<file path="config.mk">
export PLATFORM = sky130hd
export DESIGN_NAME = sample_batch_average_controller
export DESIGN_NICKNAME = d
export VERILOG_FILES = /design/src/hdl/sbac_pkg.sv /design/src/hdl/sbac_ctrl.sv /design/src/hdl/sbac_datapath.sv /design/src/hdl/sample_batch_average_controller.sv
export SDC_FILE = /design/constraint.sdc
export NUM_CORES = 1
export LEC_CHECK = 0
export ABC_AREA = 1
export BUFFER_PORTS_ARGS = -buffer_cell sky130_fd_sc_hd__buf_2
export CORE_UTILIZATION = 58
export CTS_CLUSTER_SIZE = 12
export DETAILED_ROUTE_END_ITERATION = 10
export PLACE_DENSITY = 0.83
export SLEW_MARGIN = 10
export SYNTH_ARGS = -nofsm -noshare
export SYNTH_HDL_FRONTEND = slang
export SYNTH_SLANG_ARGS = --single-unit
</file>
<file path="constraint.sdc">
create_clock -name clk -period 4.4 [get_ports clk]
set_input_delay 0.22 -clock clk [delete_from_list [all_inputs] [get_ports clk]]
set_output_delay 0.22 -clock clk [all_outputs]
set_load 0.01 [all_outputs]
</file>
<file path="src/hdl/sbac_pkg.sv">
package sbac_pkg;

	localparam int BATCH_CAPACITY = 8;
	localparam int COUNT_W = $clog2(BATCH_CAPACITY + 1);
	localparam int SAMPLE_W = 16;
	localparam int SUM_W = SAMPLE_W + $clog2(BATCH_CAPACITY + 1);
	localparam int SEQ_W = 32;
	localparam int DIV_CNT_W = $clog2(SUM_W + 1);

	localparam logic [2:0] CMD_REINIT = 3'd0;
	localparam logic [2:0] CMD_START  = 3'd1;
	localparam logic [2:0] CMD_STOP   = 3'd2;
	localparam logic [2:0] CMD_SAMPLE = 3'd3;
	localparam logic [2:0] CMD_DMA    = 3'd4;
	localparam logic [2:0] CMD_RUN    = 3'd5;

	localparam logic [2:0] ST_OK        = 3'd0;
	localparam logic [2:0] ST_BAD_ARG   = 3'd1;
	localparam logic [2:0] ST_BAD_STATE = 3'd2;
	localparam logic [2:0] ST_NO_DATA   = 3'd3;
	localparam logic [2:0] ST_INTERNAL  = 3'd4;

	localparam logic [2:0] M_IDLE     = 3'd0;
	localparam logic [2:0] M_STARTING = 3'd1;
	localparam logic [2:0] M_RUNNING  = 3'd2;
	localparam logic [2:0] M_STOPPING = 3'd3;
	localparam logic [2:0] M_FAULT    = 3'd4;

	typedef struct packed {
		logic exec;
		logic div_step;
	} sbac_cmd_t;

	typedef struct packed {
		logic need_div;
		logic div_done;
	} sbac_sts_t;

endpackage

</file>
<file path="src/hdl/sbac_ctrl.sv">
module sbac_ctrl
	import sbac_pkg::*;
(
	input  logic      clk,
	input  logic      arst_n,
	input  logic      in_valid,
	output logic      in_ready,
	output logic      out_valid,
	input  logic      out_ready,
	input  sbac_sts_t sts,
	output sbac_cmd_t cmd
);

	typedef enum logic [1:0] {
		S_IDLE,
		S_DIV,
		S_OUT
	} state_t;

	state_t state_q;
	logic   in_ready_q;
	logic   out_valid_q;

	assign in_ready     = in_ready_q;
	assign out_valid    = out_valid_q;
	assign cmd.exec     = in_valid & in_ready_q;
	assign cmd.div_step = (state_q == S_DIV);

	always_ff @(posedge clk or negedge arst_n) begin
		if (!arst_n) begin
			state_q     <= S_IDLE;
			in_ready_q  <= 1'b1;
			out_valid_q <= 1'b0;
		end else begin
			unique case (state_q)
				S_IDLE: begin
					if (in_valid) begin
						in_ready_q <= 1'b0;
						if (sts.need_div) begin
							state_q <= S_DIV;
						end else begin
							state_q     <= S_OUT;
							out_valid_q <= 1'b1;
						end
					end
				end
				S_DIV: begin
					if (sts.div_done) begin
						state_q     <= S_OUT;
						out_valid_q <= 1'b1;
					end
				end
				S_OUT: begin
					if (out_ready) begin
						state_q     <= S_IDLE;
						out_valid_q <= 1'b0;
						in_ready_q  <= 1'b1;
					end
				end
				default: begin
					state_q     <= S_IDLE;
					in_ready_q  <= 1'b1;
					out_valid_q <= 1'b0;
				end
			endcase
		end
	end

	a_ready_valid_excl: assert property (@(posedge clk) disable iff (!arst_n)
		!(in_ready && out_valid))
		else $error("ready and result valid both high");

	a_accept_blocks: assert property (@(posedge clk) disable iff (!arst_n)
		(in_valid && in_ready) |=> !in_ready)
		else $error("ready stayed high after a request");

	a_deliver_frees: assert property (@(posedge clk) disable iff (!arst_n)
		(out_valid && out_ready) |=> (in_ready && !out_valid))
		else $error("block not idle after result delivered");

	a_div_no_output: assert property (@(posedge clk) disable iff (!arst_n)
		cmd.div_step |-> (!out_valid && !in_ready))
		else $error("divide step while a handshake is open");

endmodule

</file>
<file path="src/hdl/sbac_datapath.sv">
module sbac_datapath
	import sbac_pkg::*;
(
	input  logic                clk,
	input  logic                arst_n,
	input  sbac_cmd_t           cmd,
	output sbac_sts_t           sts,
	input  logic [2:0]          command,
	input  logic [SAMPLE_W-1:0] sample_value,
	input  logic                batch_last,
	input  logic [SEQ_W-1:0]    completion_sequence,
	output logic [2:0]          status_code,
	output logic                average_valid,
	output logic [SAMPLE_W-1:0] average_value,
	output logic [2:0]          machine_state,
	output logic [2:0]          recorded_status,
	output logic [SEQ_W-1:0]    latest_sequence,
	output logic [COUNT_W-1:0]  committed_count
);

	logic [2:0]         mode_q, mode_nxt;
	logic [2:0]         last_q, last_nxt;
	logic [SEQ_W-1:0]   seq_q, seq_nxt;
	logic               pend_q, pend_nxt;
	logic [SUM_W-1:0]   bsum_q, bsum_nxt;
	logic [COUNT_W-1:0] bcnt_q, bcnt_nxt;
	logic [SUM_W-1:0]   ssum_q, ssum_nxt;
	logic [COUNT_W-1:0] scnt_q, scnt_nxt;
	logic               sovf_q, sovf_nxt;
	logic [SUM_W-1:0]   add_sum;
	logic [COUNT_W-1:0] add_cnt;
	logic               add_ovf;
	logic [2:0]         st;
	logic               need_div;

	logic [SUM_W-1:0]     quot_q, quot_nxt;
	logic [COUNT_W-1:0]   rem_q;
	logic [COUNT_W-1:0]   dvs_q;
	logic [DIV_CNT_W-1:0] dcnt_q;
	logic [COUNT_W:0]     trial;
	logic                 take;
	logic                 div_last;

	logic [2:0]          res_status_q;
	logic                res_avalid_q;
	logic [SAMPLE_W-1:0] res_avg_q;
	logic [2:0]          res_mode_q;
	logic [2:0]          res_last_q;
	logic [SEQ_W-1:0]    res_seq_q;
	logic [COUNT_W-1:0]  res_cnt_q;

	always_comb begin
		mode_nxt = mode_q;
		last_nxt = last_q;
		seq_nxt  = seq_q;
		pend_nxt = pend_q;
		bsum_nxt = bsum_q;
		bcnt_nxt = bcnt_q;
		ssum_nxt = ssum_q;
		scnt_nxt = scnt_q;
		sovf_nxt = sovf_q;
		st       = ST_OK;
		need_div = 1'b0;
		add_sum  = ssum_q;
		add_cnt  = scnt_q;
		add_ovf  = sovf_q;
		if (scnt_q < COUNT_W'(BATCH_CAPACITY)) begin
			add_sum = ssum_q + SUM_W'(sample_value);
			add_cnt = scnt_q + COUNT_W'(1);
		end else begin
			add_ovf = 1'b1;
		end
		unique case (command)
			CMD_REINIT: begin
				mode_nxt = M_IDLE;
				last_nxt = ST_OK;
				seq_nxt  = '0;
				pend_nxt = 1'b0;
				bsum_nxt = '0;
				bcnt_nxt = '0;
				ssum_nxt = '0;
				scnt_nxt = '0;
				sovf_nxt = 1'b0;
			end
			CMD_START: begin
				if (mode_q == M_IDLE) begin
					mode_nxt = M_STARTING;
				end else begin
					st = ST_BAD_STATE;
				end
				last_nxt = st;
			end
			CMD_STOP: begin
				if (mode_q == M_RUNNING) begin
					mode_nxt = M_STOPPING;
				end else begin
					st = ST_BAD_STATE;
				end
				last_nxt = st;
			end
			CMD_SAMPLE: begin
				if (batch_last) begin
					if (add_ovf || (add_cnt == '0)) begin
						st = ST_BAD_ARG;
					end else if (mode_q == M_RUNNING) begin
						bsum_nxt = add_sum;
						bcnt_nxt = add_cnt;
					end else begin
						st = ST_BAD_STATE;
					end
					last_nxt = st;
					ssum_nxt = '0;
					scnt_nxt = '0;
					sovf_nxt = 1'b0;
				end else begin
					ssum_nxt = add_sum;
					scnt_nxt = add_cnt;
					sovf_nxt = add_ovf;
				end
			end
			CMD_DMA: begin
				seq_nxt  = completion_sequence;
				pend_nxt = 1'b1;
			end
			CMD_RUN: begin
				case (mode_q) inside
					M_IDLE, M_FAULT: st = ST_BAD_STATE;
					M_STARTING: mode_nxt = M_RUNNING;
					M_RUNNING: begin
						if (pend_q && (bcnt_q != '0)) begin
							need_div = 1'b1;
							pend_nxt = 1'b0;
						end else begin
							st = ST_NO_DATA;
						end
					end
					M_STOPPING: begin
						bcnt_nxt = '0;
						bsum_nxt = '0;
						pend_nxt = 1'b0;
						mode_nxt = M_IDLE;
					end
					default: begin
						mode_nxt = M_FAULT;
						st       = ST_INTERNAL;
					end
				endcase
				last_nxt = st;
			end
			default: st = ST_BAD_ARG;
		endcase
	end

	always_ff @(posedge clk or negedge arst_n) begin
		if (!arst_n) begin
			mode_q <= M_IDLE;
			last_q <= ST_OK;
			seq_q  <= '0;
			pend_q <= 1'b0;
			bsum_q <= '0;
			bcnt_q <= '0;
			ssum_q <= '0;
			scnt_q <= '0;
			sovf_q <= 1'b0;
		end else if (cmd.exec) begin
			mode_q <= mode_nxt;
			last_q <= last_nxt;
			seq_q  <= seq_nxt;
			pend_q <= pend_nxt;
			bsum_q <= bsum_nxt;
			bcnt_q <= bcnt_nxt;
			ssum_q <= ssum_nxt;
			scnt_q <= scnt_nxt;
			sovf_q <= sovf_nxt;
		end
	end

	assign trial    = {rem_q, quot_q[SUM_W-1]};
	assign take     = (trial >= {1'b0, dvs_q});
	assign quot_nxt = {quot_q[SUM_W-2:0], take};
	assign div_last = (dcnt_q == DIV_CNT_W'(SUM_W - 1));

	always_ff @(posedge clk) begin
		if (cmd.exec) begin
			quot_q <= bsum_q;
			dvs_q  <= bcnt_q;
			rem_q  <= '0;
			dcnt_q <= '0;
		end else if (cmd.div_step) begin
			quot_q <= quot_nxt;
			rem_q  <= take ? COUNT_W'(trial - {1'b0, dvs_q}) : COUNT_W'(trial);
			dcnt_q <= dcnt_q + DIV_CNT_W'(1);
		end
	end

	always_ff @(posedge clk) begin
		if (cmd.exec) begin
			res_status_q <= st;
			res_avalid_q <= need_div;
			res_avg_q    <= '0;
			res_mode_q   <= mode_nxt;
			res_last_q   <= last_nxt;
			res_seq_q    <= seq_nxt;
			res_cnt_q    <= bcnt_nxt;
		end else if (cmd.div_step && div_last) begin
			res_avg_q <= quot_nxt[SAMPLE_W-1:0];
		end
	end

	assign sts.need_div = need_div;
	assign sts.div_done = cmd.div_step & div_last;

	assign status_code     = res_status_q;
	assign average_valid   = res_avalid_q;
	assign average_value   = res_avg_q;
	assign machine_state   = res_mode_q;
	assign recorded_status = res_last_q;
	assign latest_sequence = res_seq_q;
	assign committed_count = res_cnt_q;

endmodule

</file>
<file path="src/hdl/sample_batch_average_controller.sv">
// Channel  Handshake               Payload
// in       in_valid / in_ready     command, sample_value, batch_last, completion_sequence
// out      out_valid / out_ready   status_code, average_valid, average_value, machine_state,
//                                  recorded_status, latest_sequence, committed_count
//
// One request at a time. A request executes in its accept cycle; without a divide the
// result is valid on the next cycle. A run cycle that yields an average adds a
// restoring divide of the batch sum by its count (one quotient bit per cycle) before the result is valid.
// in_ready returns the cycle after the result is taken; a stalled result holds.
// arst_n clears control and batch state to idle at once; result and divider registers are not reset; no clearing pass.
module sample_batch_average_controller
	import sbac_pkg::*;
(
	input  logic                clk,
	input  logic                arst_n,
	input  logic                in_valid,
	output logic                in_ready,
	input  logic [2:0]          command,
	input  logic [SAMPLE_W-1:0] sample_value,
	input  logic                batch_last,
	input  logic [SEQ_W-1:0]    completion_sequence,
	output logic                out_valid,
	input  logic                out_ready,
	output logic [2:0]          status_code,
	output logic                average_valid,
	output logic [SAMPLE_W-1:0] average_value,
	output logic [2:0]          machine_state,
	output logic [2:0]          recorded_status,
	output logic [SEQ_W-1:0]    latest_sequence,
	output logic [COUNT_W-1:0]  committed_count
);

	sbac_cmd_t cmd;
	sbac_sts_t sts;

	sbac_ctrl u_ctrl (
		.clk       (clk),
		.arst_n    (arst_n),
		.in_valid  (in_valid),
		.in_ready  (in_ready),
		.out_valid (out_valid),
		.out_ready (out_ready),
		.sts       (sts),
		.cmd       (cmd)
	);

	sbac_datapath u_datapath (
		.clk                 (clk),
		.arst_n              (arst_n),
		.cmd                 (cmd),
		.sts                 (sts),
		.command             (command),
		.sample_value        (sample_value),
		.batch_last          (batch_last),
		.completion_sequence (completion_sequence),
		.status_code         (status_code),
		.average_valid       (average_valid),
		.average_value       (average_value),
		.machine_state       (machine_state),
		.recorded_status     (recorded_status),
		.latest_sequence     (latest_sequence),
		.committed_count     (committed_count)
	);

endmodule
</file>
==> results.md, run 1 <==
* Slew HR at 28.1%
* HPWL Detailed at 14,600 um
* Synthesis-to-finish area growth at 14.3%
* Post-CTS Setup Bufs at 0
* Diodes inserted at 0
* First-pass GRT wire length at 33,900 um
* Clock skew at 8.67 ps
* Starting Density at 60.0%
* Most used DFF post-synth: dfrtp_1
* Post-synth EDFFs at 70
* DRT Pass-1 Iters at 5
* Largest fanout on the critical path at 39
* I/O pin cnt at 120
* RSZ-0062 raised after global routing: false
* Req. time, crit path at 4740 ps
* Critical Path Sink Type: register
* Kind of critical path: reg -> reg
* Startpoint types: register
* Synth area leader: dfrtp_1
* Fin crit period at 2670 ps
* Routed Antenna Nets at 0
* Aggregate global-route resource usage at 26.4%
* Final period util at 60.6%
* Hold Fails Final Rpt at 0
* Crit-path max cell delay at 810 ps
* Total gr overflow at 0
* Full die area at 16,400 um^2
* Worst hold path startpoint: out_ready
* Core area at 15,400 um^2
* Synth top area share at 24.7%
* Vias per Instance at 5.39
* Fraction of registers with async set/reset at 49.2%
* Synth Area per Inst at 8.31 um^2
* Layout net count at 1,294
* Yosys warning total at 0
* Cells after Synth at 1,111
* DR WL/cell at 14.2 um
* Final setup fails at 0
* Largest net degree at the start of global routing at 76
* Sequential fraction of the synthesis area at 53.2%
* Setup TNS Final at 0 ps
* Most frequent CP cell: nand2_1
* Origin of the critical flop-to-flop path: u_datapath.scnt_q[3]
* Post-synthesis register bit count at 187
* Root buffer cell: clkbuf_16
* Slew Viols, Final at 0
* CTS max path bufs at 2
* DRC violations left at 0
* Port Buffers at 119
* Final Power at 5.80 mW
* Worst-Margin Slew at 1080 ps
* Initial DRC Count at 764
* Top-count cell post-synth: nand2_1
* Post-Syn Area at 9230 um^2
* Die W at 128 um
* Fmax at 0.375 GHz
* Initial antenna violation count at 0
* Max VDD drop at 411 uV
* Crit path DAT at 3010 ps
* Worst path cell trace: inv_1 -> nand2_1 -> xor2_1 -> nand2_1 -> nand3_1 -> nand2_1 -> nand2_2 -> inv_1 -> o22ai_1
* Final Util at 68.6%
* Clock transition at path regs at 60 ps
* Lkg Pwr at 5.05 nW
* Crit path launch: u_datapath.scnt_q[3]
* MaxCap Viol Count at 0
* Synth top cells by count: nand2_1, inv_1, nand3_1
* Syn Nets at 1,191
* WL final at 20,500 um
* Worst Hold Class: in -> reg
* Rows at 45
* Die H at 128 um
* CTS tree: done
* Pwr Density at 550 nW/um^2
* Clk Latency, worst-skew pair at 430 ps
* H-tree depth at 4
* # fillers at 1,194
* Post-synth cell types at 43
* Status: complete, no violations
* CTS Buf Count at 17
* Vias in the first global route at 7,118
* CP max-delay cell: inv_1
* Worst R2R Setup Slack at 1730 ps
* Leading post-synthesis cells by cell area: dfrtp_1, edfxtp_1, nand2_1, nand3_1, dfxtp_1
* Clk sinks at 187
* Global placer's final weighted congestion at 0.903
* Vias at 7,752
* Share of layout cells above drive strength 1 at 15.3%
## layer usage
| layer | vias to the layer above | track usage (%) | share of wire [%] |
|---|---|---|---|
| met5 | - | 0 | 0 |
| met4 | 0 | 8.93 | 1.5 |
| met3 | 29 | 5.51 | 5.6 |
| met2 | 257 | 41.9 | 48 |
| met1 | 3627 | 36.3 | 45 |
| li1 | 3839 | - | - |
## final cells by class
class                   instances  area [um^2]  share of cell area, %
flip-flops and latches        187         4910                   46.5
multi-input cells             744         3610                   34.3
repair buffers                126          653                   6.19
inverters                     138          520                   4.94
clock buffers                  21          470                   4.46
well taps                     211          264                   2.50
clock inverters                11          120                   1.14
## cell families after synthesis
family	share of synthesized area, %
XOR/XNOR	0.285
AO/OA/AOI/OAI	10.5
flip-flops	53.2
AND/OR/NAND/NOR	25.0
adder cells (fa/ha/maj)	3.42
buffers and inverters	7.70
## worst paths after layout
path                                                    end  depth (start not counted)
worst max register to register         u_datapath.bsum_q[1]                          9
worst min register to register  u_datapath.average_value[2]                          2
worst min-delay path                      u_ctrl.state_q[1]                          4
worst max-delay path                   u_datapath.bsum_q[1]                          9
max in group asynchronous              u_datapath.scnt_q[2]                          3
min in group asynchronous              u_datapath.seq_q[21]                          2
## metrics by stage
step	worst slack (ps)	hold WS (ps)	instances	area (um^2)
final	1730	76.6	1438	10500
after global routing	1450	76.7	1438	10500
after CTS	1770	67.0	1438	10500
after detailed placement	1740	267	1405	9950
after global placement	1820	259	1405	9950
after floorplan	1220	-75.6	1111	9230
## registers in the layout, summed over array words and instances, names as in the netlist, 4 cells and up
signal,cells
u_datapath.latest_sequence,32
u_datapath.ssum_q,20
u_datapath.committed_count,4
u_datapath.average_value,16
u_datapath.rem_q,4
u_datapath.dcnt_q,5
u_datapath.dvs_q,4
u_datapath.quot_q,20
u_datapath.bcnt_q,4
u_datapath.seq_q,32
u_datapath.scnt_q,4
u_datapath.bsum_q,20
## repair_timing
| item | CTS | global route |
|---|---|---|
| hold buffers | 1 | 0 |
| endpoints found under the hold margin | 47 | 0 |
| resized for setup | 0 | 0 |
## placed cells by master (no fill, tap or decap), types with 17 or more instances in the layout
cell type and instances:
nand3_1 106, buf_2 118, edfxtp_1 70, nor2_1 45, ha_1 22, nand2_1 348
dfrtp_1 91, clkbuf_16 17, o21ai_0 97, a21oi_1 36, inv_1 130, dfxtp_1 25
## worst max-delay path, delay by kind of cell (launching register included)
| family | cells | cell delay (ps) |
|---|---|---|
| buffers and inverters | 2 | 1000 |
| flip-flops | 1 | 460 |
| AND/OR/NAND/NOR | 5 | 710 |
| XOR/XNOR | 1 | 250 |
| AO/OA/AOI/OAI | 1 | 150 |
## where the power goes
part / internal (mW) / switching [mW] / total [mW]
logic: 0.541 / 1.15 / 1.69
clock network: 0.879 / 0.640 / 1.52
registers: 2.38 / 0.208 / 2.59
total: 3.80 / 2.00 / 5.80
(Power assumes the default switching activity.)
==> run 2: changes to the inputs <==
Clock period 4.4 ns to 2.7 ns, I/O delays scaled along.
==> run 2 against run 1 <==
Worst hold slack lost 22 ps. Die area is the same. Sequential cell count is the same. Sequential power grew 63%. Non-clock buffer count grew 6. Combinational power grew 66%. Clock power grew 67%. Count of clock-buffer cells in the layout grew 3. Cell area grew 0.75%. Clock skew shrank 2.0 ps. Power grew 65%.
==> results.md, run 2 (same netlist as run 1, synthesis figures left out) <==
* Vias in the first global route at 7,364 (+3.5%)
* Clock share of power at 26.6% (+0.4 points)
* I/O pin cnt at 120 (unchanged)
* DRC violations left at 0 (unchanged)
* Worst path cell trace: nand2_1 -> a21oi_4 -> inv_2 -> nor2_4 -> inv_2 -> o21ai_0
* Post-CTS resize count at 0 (unchanged)
* CTS max path bufs at 2 (unchanged)
* Worst Hold Class: in -> reg
* Clock skew at 6.72 ps (-1.95 ps)
* Port Buffers at 119 (unchanged)
* Initial antenna violation count at 0 (unchanged)
* Worst-Margin Slew at 669 ps (-409 ps)
* Most frequent CP cell: inv_2
* Kind of critical path: reg -> reg
* Crit path DAT at 2740 ps (-270 ps)
* Routed Antenna Nets at 0 (unchanged)
* Slew HR at 55.3% (+27 points)
* Post-CTS Setup Bufs at 0 (unchanged)
* Full die area at 16,400 um^2 (unchanged)
* DRT Pass-1 Iters at 6 (+1)
* Most common cell after layout, fill and taps aside: nand2_1
* Pwr Density at 899 nW/um^2 (+63%)
* Max VDD drop at 581 uV (+41%)
* DR WL/cell at 14.6 um (+2.7%)
* Starting Density at 60.0% (unchanged)
* First-pass GRT wire length at 34,400 um (+1.5%)
* Layout net count at 1,300 (+0.46%)
* HPWL Detailed at 14,800 um (+1.6%)
* Global placer's final weighted congestion at 0.865 (-4.1%)
* Comb pwr share at 29.3% (+0.2 points)
* Lkg Pwr at 5.11 nW (+1.2%)
* Req. time, crit path at 3060 ps (-1680 ps)
* Core area at 15,400 um^2 (unchanged)
* MaxCap Viol Count at 0 (unchanged)
* Sw power at 3.27 mW (+64%)
* Crit-path max cell delay at 540 ps (-270 ps)
* Status: complete, no violations
* Synthesis-to-finish area growth at 15.1%
* Final setup fails at 0 (unchanged)
* Critical Path Sink Type: register
* Die W at 128 um (unchanged)
* Hold Fails Final Rpt at 0 (unchanged)
* Internal Dissipation at 6.28 mW (+65%)
* Die H at 128 um (unchanged)
* Diodes inserted at 0 (unchanged)
* Slew Viols, Final at 0 (unchanged)
* Clock transition at path regs at 70 ps (about the same)
* Largest fanout on the critical path at 20 (-49%)
* Aggregate global-route resource usage at 26.9% (+0.51 points)
* Share of layout cells above drive strength 1 at 15.7% (+0.33 points)
* Root buffer cell: clkbuf_16
* Clk sinks at 187 (unchanged)
* Vias at 7,893 (+1.8%)
* RSZ-0062 raised after global routing: false
* Clk Latency, worst-skew pair at 430 ps (about the same)
* Fmax at 0.419 GHz (+12%)
* Vias per Instance at 5.47 (+1.4%)
* H-tree depth at 4 (unchanged)
* Setup TNS Final at 0 ps (unchanged)
* Initial DRC Count at 663 (-13%)
* Sw Share at 34.3% (-0.14 points)
* Startpoint types: register
* Seq pwr share at 44.1% (-0.6 points)
* Total gr overflow at 0 (unchanged)
* Fin crit period at 2390 ps (-280 ps)
* Most frequent cells in the layout: nand2_1, inv_1, buf_2
* Final period util at 88.4% (+28 points)
* CP max-delay cell: dfstp_2
* Rows at 45 (unchanged)
* WL final at 21,100 um (+3.1%)
* CTS Buf Count at 17 (unchanged)
* CTS tree: done
* Largest net degree at the start of global routing at 113 (+49%)
* Final hold slack at 54.8 ps (-21.8 ps)
run 2: changes by cell type in the layout (fill, tap and decap cells not counted), sizes merged:
cell,change
buf,+5
inv,+3
clkbuf,+3
dlygate4sd3,+1
clkinv,-1
bufinv,-1
clkinvlp,-4
run 2: power by group through the flow:
stage | logic (mW) | clock network [mW] | registers [mW]
2_1_floorplan | 1.89 | 0 | 4.26
6_report | 2.80 | 2.54 | 4.21
5_1_grt | 3.17 | 2.68 | 4.28
3_3_place_gp | 2.66 | 0 | 4.22
4_1_cts | 2.79 | 2.56 | 4.20
3_5_place_dp | 2.75 | 0 | 4.25
run 2: worst max-delay path: cells and delay by family, from the launching register on:
family	cells	cell delay (ps)
buffers and inverters	2	430
AO/OA/AOI/OAI	2	610
AND/OR/NAND/NOR	2	710
flip-flops	1	540
run 2: path summary, 6_finish.rpt:
kind | startpoint | to | slack [ps] | cells after the start
max | u_ctrl.in_ready | u_datapath.ssum_q[3] | 310 | 6
min | completion_sequence[6] | u_datapath.latest_sequence[6] | 50 | 3
max reg2reg | u_ctrl.in_ready | u_datapath.ssum_q[3] | 310 | 6
min reg2reg | u_datapath.average_value[15] | u_datapath.average_value[15] | 460 | 2
max in group asynchronous | arst_n | u_ctrl.in_ready | 1620 | 3
min in group asynchronous | arst_n | u_datapath.seq_q[2] | 250 | 2
run 2: metal layers:
metal,global-route usage (%),vias to the layer above,share of wire (%)
li1,-,3852,-
met1,35.9,3682,44
met2,43.1,304,48
met3,5.84,55,5.8
met4,10.7,0,2.5
met5,0,-,0
run 2: cell type report:
type / count / area [um^2]
Clock buffer: 24 / 536
Clock inverter: 8 / 73.8
Fill cell: 1176 / 4750
Inverter: 138 / 520
Multi-Input combinational cell: 744 / 3610
Sequential cell: 187 / 4910
Tap cell: 211 / 264
Timing Repair Buffer: 132 / 713
run 2: timing repair:
action | in CTS | in global routing
setup endpoints to repair | 0 | 0
hold buffers | 2 | 0
hold endpoints to repair | 44 | 0
run 2: through the flow:
| stage | utilization, % | cell area, um^2 | setup slack, ps | total power, mW | std cells |
|---|---|---|---|---|---|
| 2_1_floorplan | - | 9230 | 341 | 6.14 | 1111 |
| 3_3_place_gp | 65.0 | 10000 | 443 | 6.88 | 1410 |
| 3_5_place_dp | 65.0 | 10000 | 382 | 7.00 | 1410 |
| 4_1_cts | 69.1 | 10600 | 336 | 9.55 | 1444 |
| 5_1_grt | 69.1 | 10600 | 135 | 10.1 | 1444 |
| 6_report | 69.1 | 10600 | 314 | 9.55 | 1444 |
==> run 3: changes to the inputs <==
Settings changed: CORE_MARGIN from default to 8, CORE_UTILIZATION 58 to 60, CTS_BUF_LIST from default to sky130_fd_sc_hd__clkbuf_2 sky130_fd_sc_hd__clkbuf_4 sky130_fd_sc_hd__clkbuf_8, PLACE_DENSITY 0.83 to 0.85.
==> run 3 against run 2 <==
Fmax is 8.4% higher. Register-to-register slack improved by 190 ps. Largest power group unchanged. Non-clock buffer count increased by 14. Critical path type unchanged. Combinational power about the same. Sequential cell count unchanged.
==> results.md, run 3 (same netlist as run 1, synthesis figures left out) <==
* Kind of critical path: reg -> reg
* Layout net count at 1,314 (+1.1%)
* Diodes inserted at 0 (unchanged)
* R2r endpoint: u_datapath.bsum_q[12]
* Final Util at 69.8% (+0.63 points)
* Hold Fails Final Rpt at 0 (unchanged)
* Root buffer cell: clkbuf_8
* Startpoint types: register
* Final instance area at 10,600 um^2 (-0.57%)
* Max VDD drop at 669 uV (+15%)
* Lkg Pwr at 5.08 nW (-0.67%)
* Die W at 140 um (+9.3%)
* Most frequent cells in the layout: nand2_1, inv_1, buf_2
* Largest net degree at the start of global routing at 153 (+35%)
* Port Buffers at 119 (unchanged)
* Initial antenna violation count at 0 (unchanged)
* Origin of the critical flop-to-flop path: u_datapath.ssum_q[0]
* Fmax at 0.454 GHz (+8.4%)
* Most common cell after layout, fill and taps aside: nand2_1
* Rows at 45 (unchanged)
* Post-CTS resize count at 0 (unchanged)
* Full die area at 19,600 um^2 (+19%)
* Req. time, crit path at 3060 ps (about the same)
* Slew Viols, Final at 0 (unchanged)
* Initial DRC Count at 881 (+33%)
* Non-Filler Instances at 1,435 (-0.62%)
* Synthesis-to-finish area growth at 14.5%
* Status: complete, no violations
* Total gr overflow at 0 (unchanged)
* Sw Share at 36.2% (+1.9 points)
* Clk Latency, worst-skew pair at 470 ps (+40 ps)
* Core area at 15,100 um^2 (-1.5%)
* Inst Count DP at 1,385 (-1.8%)
* PnR worst setup slack at 499 ps (+185 ps)
* Final Power at 8.97 mW (-6.1%)
* WL final at 21,400 um (+1.3%)
* Clock share of power at 21.8% (-4.8 points)
* I/O pin cnt at 120 (unchanged)
* Clock transition at path regs at 90 ps (+20 ps)
* DRC violations left at 0 (unchanged)
* Worst-Margin Slew at 808 ps (+140 ps)
* Vias in the first global route at 7,262 (-1.4%)
* Hold path cells at 3 (unchanged)
* Cell Area, Placed at 9960 um^2 (-0.31%)
* CTS Buf Count at 17 (unchanged)
* CTS tree: done
* Final period util at 81.5% (-6.9 points)
* Global placer's final weighted congestion at 0.908 (+5.0%)
* Worst R2R Path Depth at 12 (+6)
* Worst Hold Class: in -> reg
* RSZ-0062 raised after global routing: false
* CTS max path bufs at 2 (unchanged)
* Aggregate global-route resource usage at 22.1% (-4.9 points)
* Hold Path Sink: u_datapath.latest_sequence[27]
* Starting Density at 60.9% (+0.89 points)
* Clk sinks at 187 (unchanged)
* Seq pwr share at 46.9% (+2.8 points)
* Share of layout cells above drive strength 1 at 15.4% (-0.26 points)
* Vias at 7,754 (-1.8%)
* Comb pwr share at 31.3% (+2.0 points)
* Worst hold path startpoint: completion_sequence[27]
* Setup TNS Final at 0 ps (unchanged)
* Die H at 140 um (+9.3%)
* Clock skew at 18.2 ps (+11.5 ps)
* Critical Path Sink Type: register
* Fin crit period at 2200 ps (-185 ps)
* H-tree depth at 4 (unchanged)
* Sw power at 3.24 mW (-0.96%)
* Routed Antenna Nets at 0 (unchanged)
* Final setup fails at 0 (unchanged)
* Internal Dissipation at 5.72 mW (-8.8%)
* Vias per Instance at 5.40 (-1.1%)
* DRT Pass-1 Iters at 6 (unchanged)
* Pwr Density at 849 nW/um^2 (-5.6%)
* Setup Slack @ Placement at 536 ps (+154 ps)
* Final hold slack at 32.4 ps (-22.4 ps)
* HPWL Detailed at 15,200 um (+3.1%)
* Largest fanout on the critical path at 4 (-80%)
* First-pass GRT wire length at 35,400 um (+3.0%)
* Post-CTS Setup Bufs at 0 (unchanged)
* Crit path DAT at 2560 ps (-180 ps)
* MaxCap Viol Count at 0 (unchanged)
* Worst R2R Setup Slack at 500 ps (+190 ps)
* Slew HR at 46.1% (-9.3 points)
* DR WL/cell at 14.9 um (+1.9%)
-- run 3: worst max-delay path by stage --
stage,start,endpoint,slack (ps)
after CTS,u_datapath.ssum_q[0],u_datapath.bsum_q[8],520
after global routing,u_datapath.ssum_q[0],u_datapath.ssum_q[12],300
after global placement,u_datapath.ssum_q[0],u_datapath.ssum_q[12],600
final,u_datapath.ssum_q[0],u_datapath.bsum_q[12],500
after floorplan,u_ctrl.in_ready,u_datapath.average_valid,340
after detailed placement,u_datapath.ssum_q[0],u_datapath.bsum_q[8],540
-- run 3: repair_timing --
item                                    in CTS  in global routing
endpoints found under the setup margin       0                  0
hold buffers                                18                  0
hold endpoints to repair                    66                  0
-- run 3: per-layer routing --
layer	GRT usage (%)	wire length (um)	up-vias
met5	0	0	-
met4	7.09	410	0
met3	4.55	1210	33
met2	36.6	10500	244
met1	28.6	9230	3600
li1	-	-	3877
-- run 3: cell type report --
class                      count  area, um^2
multi-input combinational    744        3610
inverter                     138         520
tap                          188         235
timing repair buffer         146         871
clock inverter                15         186
clock buffer                  17         234
sequential                   187        4910
fill                        1141        4580
-- run 3: power by group through the flow --
stage               registers (mW)  clock network, mW  logic [mW]
floorplan                     4.26                  0        1.89
global placement              4.24                  0        2.67
detailed placement            4.25                  0        2.75
CTS                           4.20               1.99        2.80
global route                  4.28               2.08        3.19
finish                        4.21               1.95        2.81
-- run 3: worst max-delay path, stage by stage (launching register included) --
cell and delay (ps):
dfrtp_1 400, ha_1 270, fa_1 470, nand3_1 140
nand3_1 110, nand3_1 110, nand2_1 110, nand2_1 110
nand2_1 50, nand2_1 60, nand3_1 100, nand3_1 100
nand2_1 50
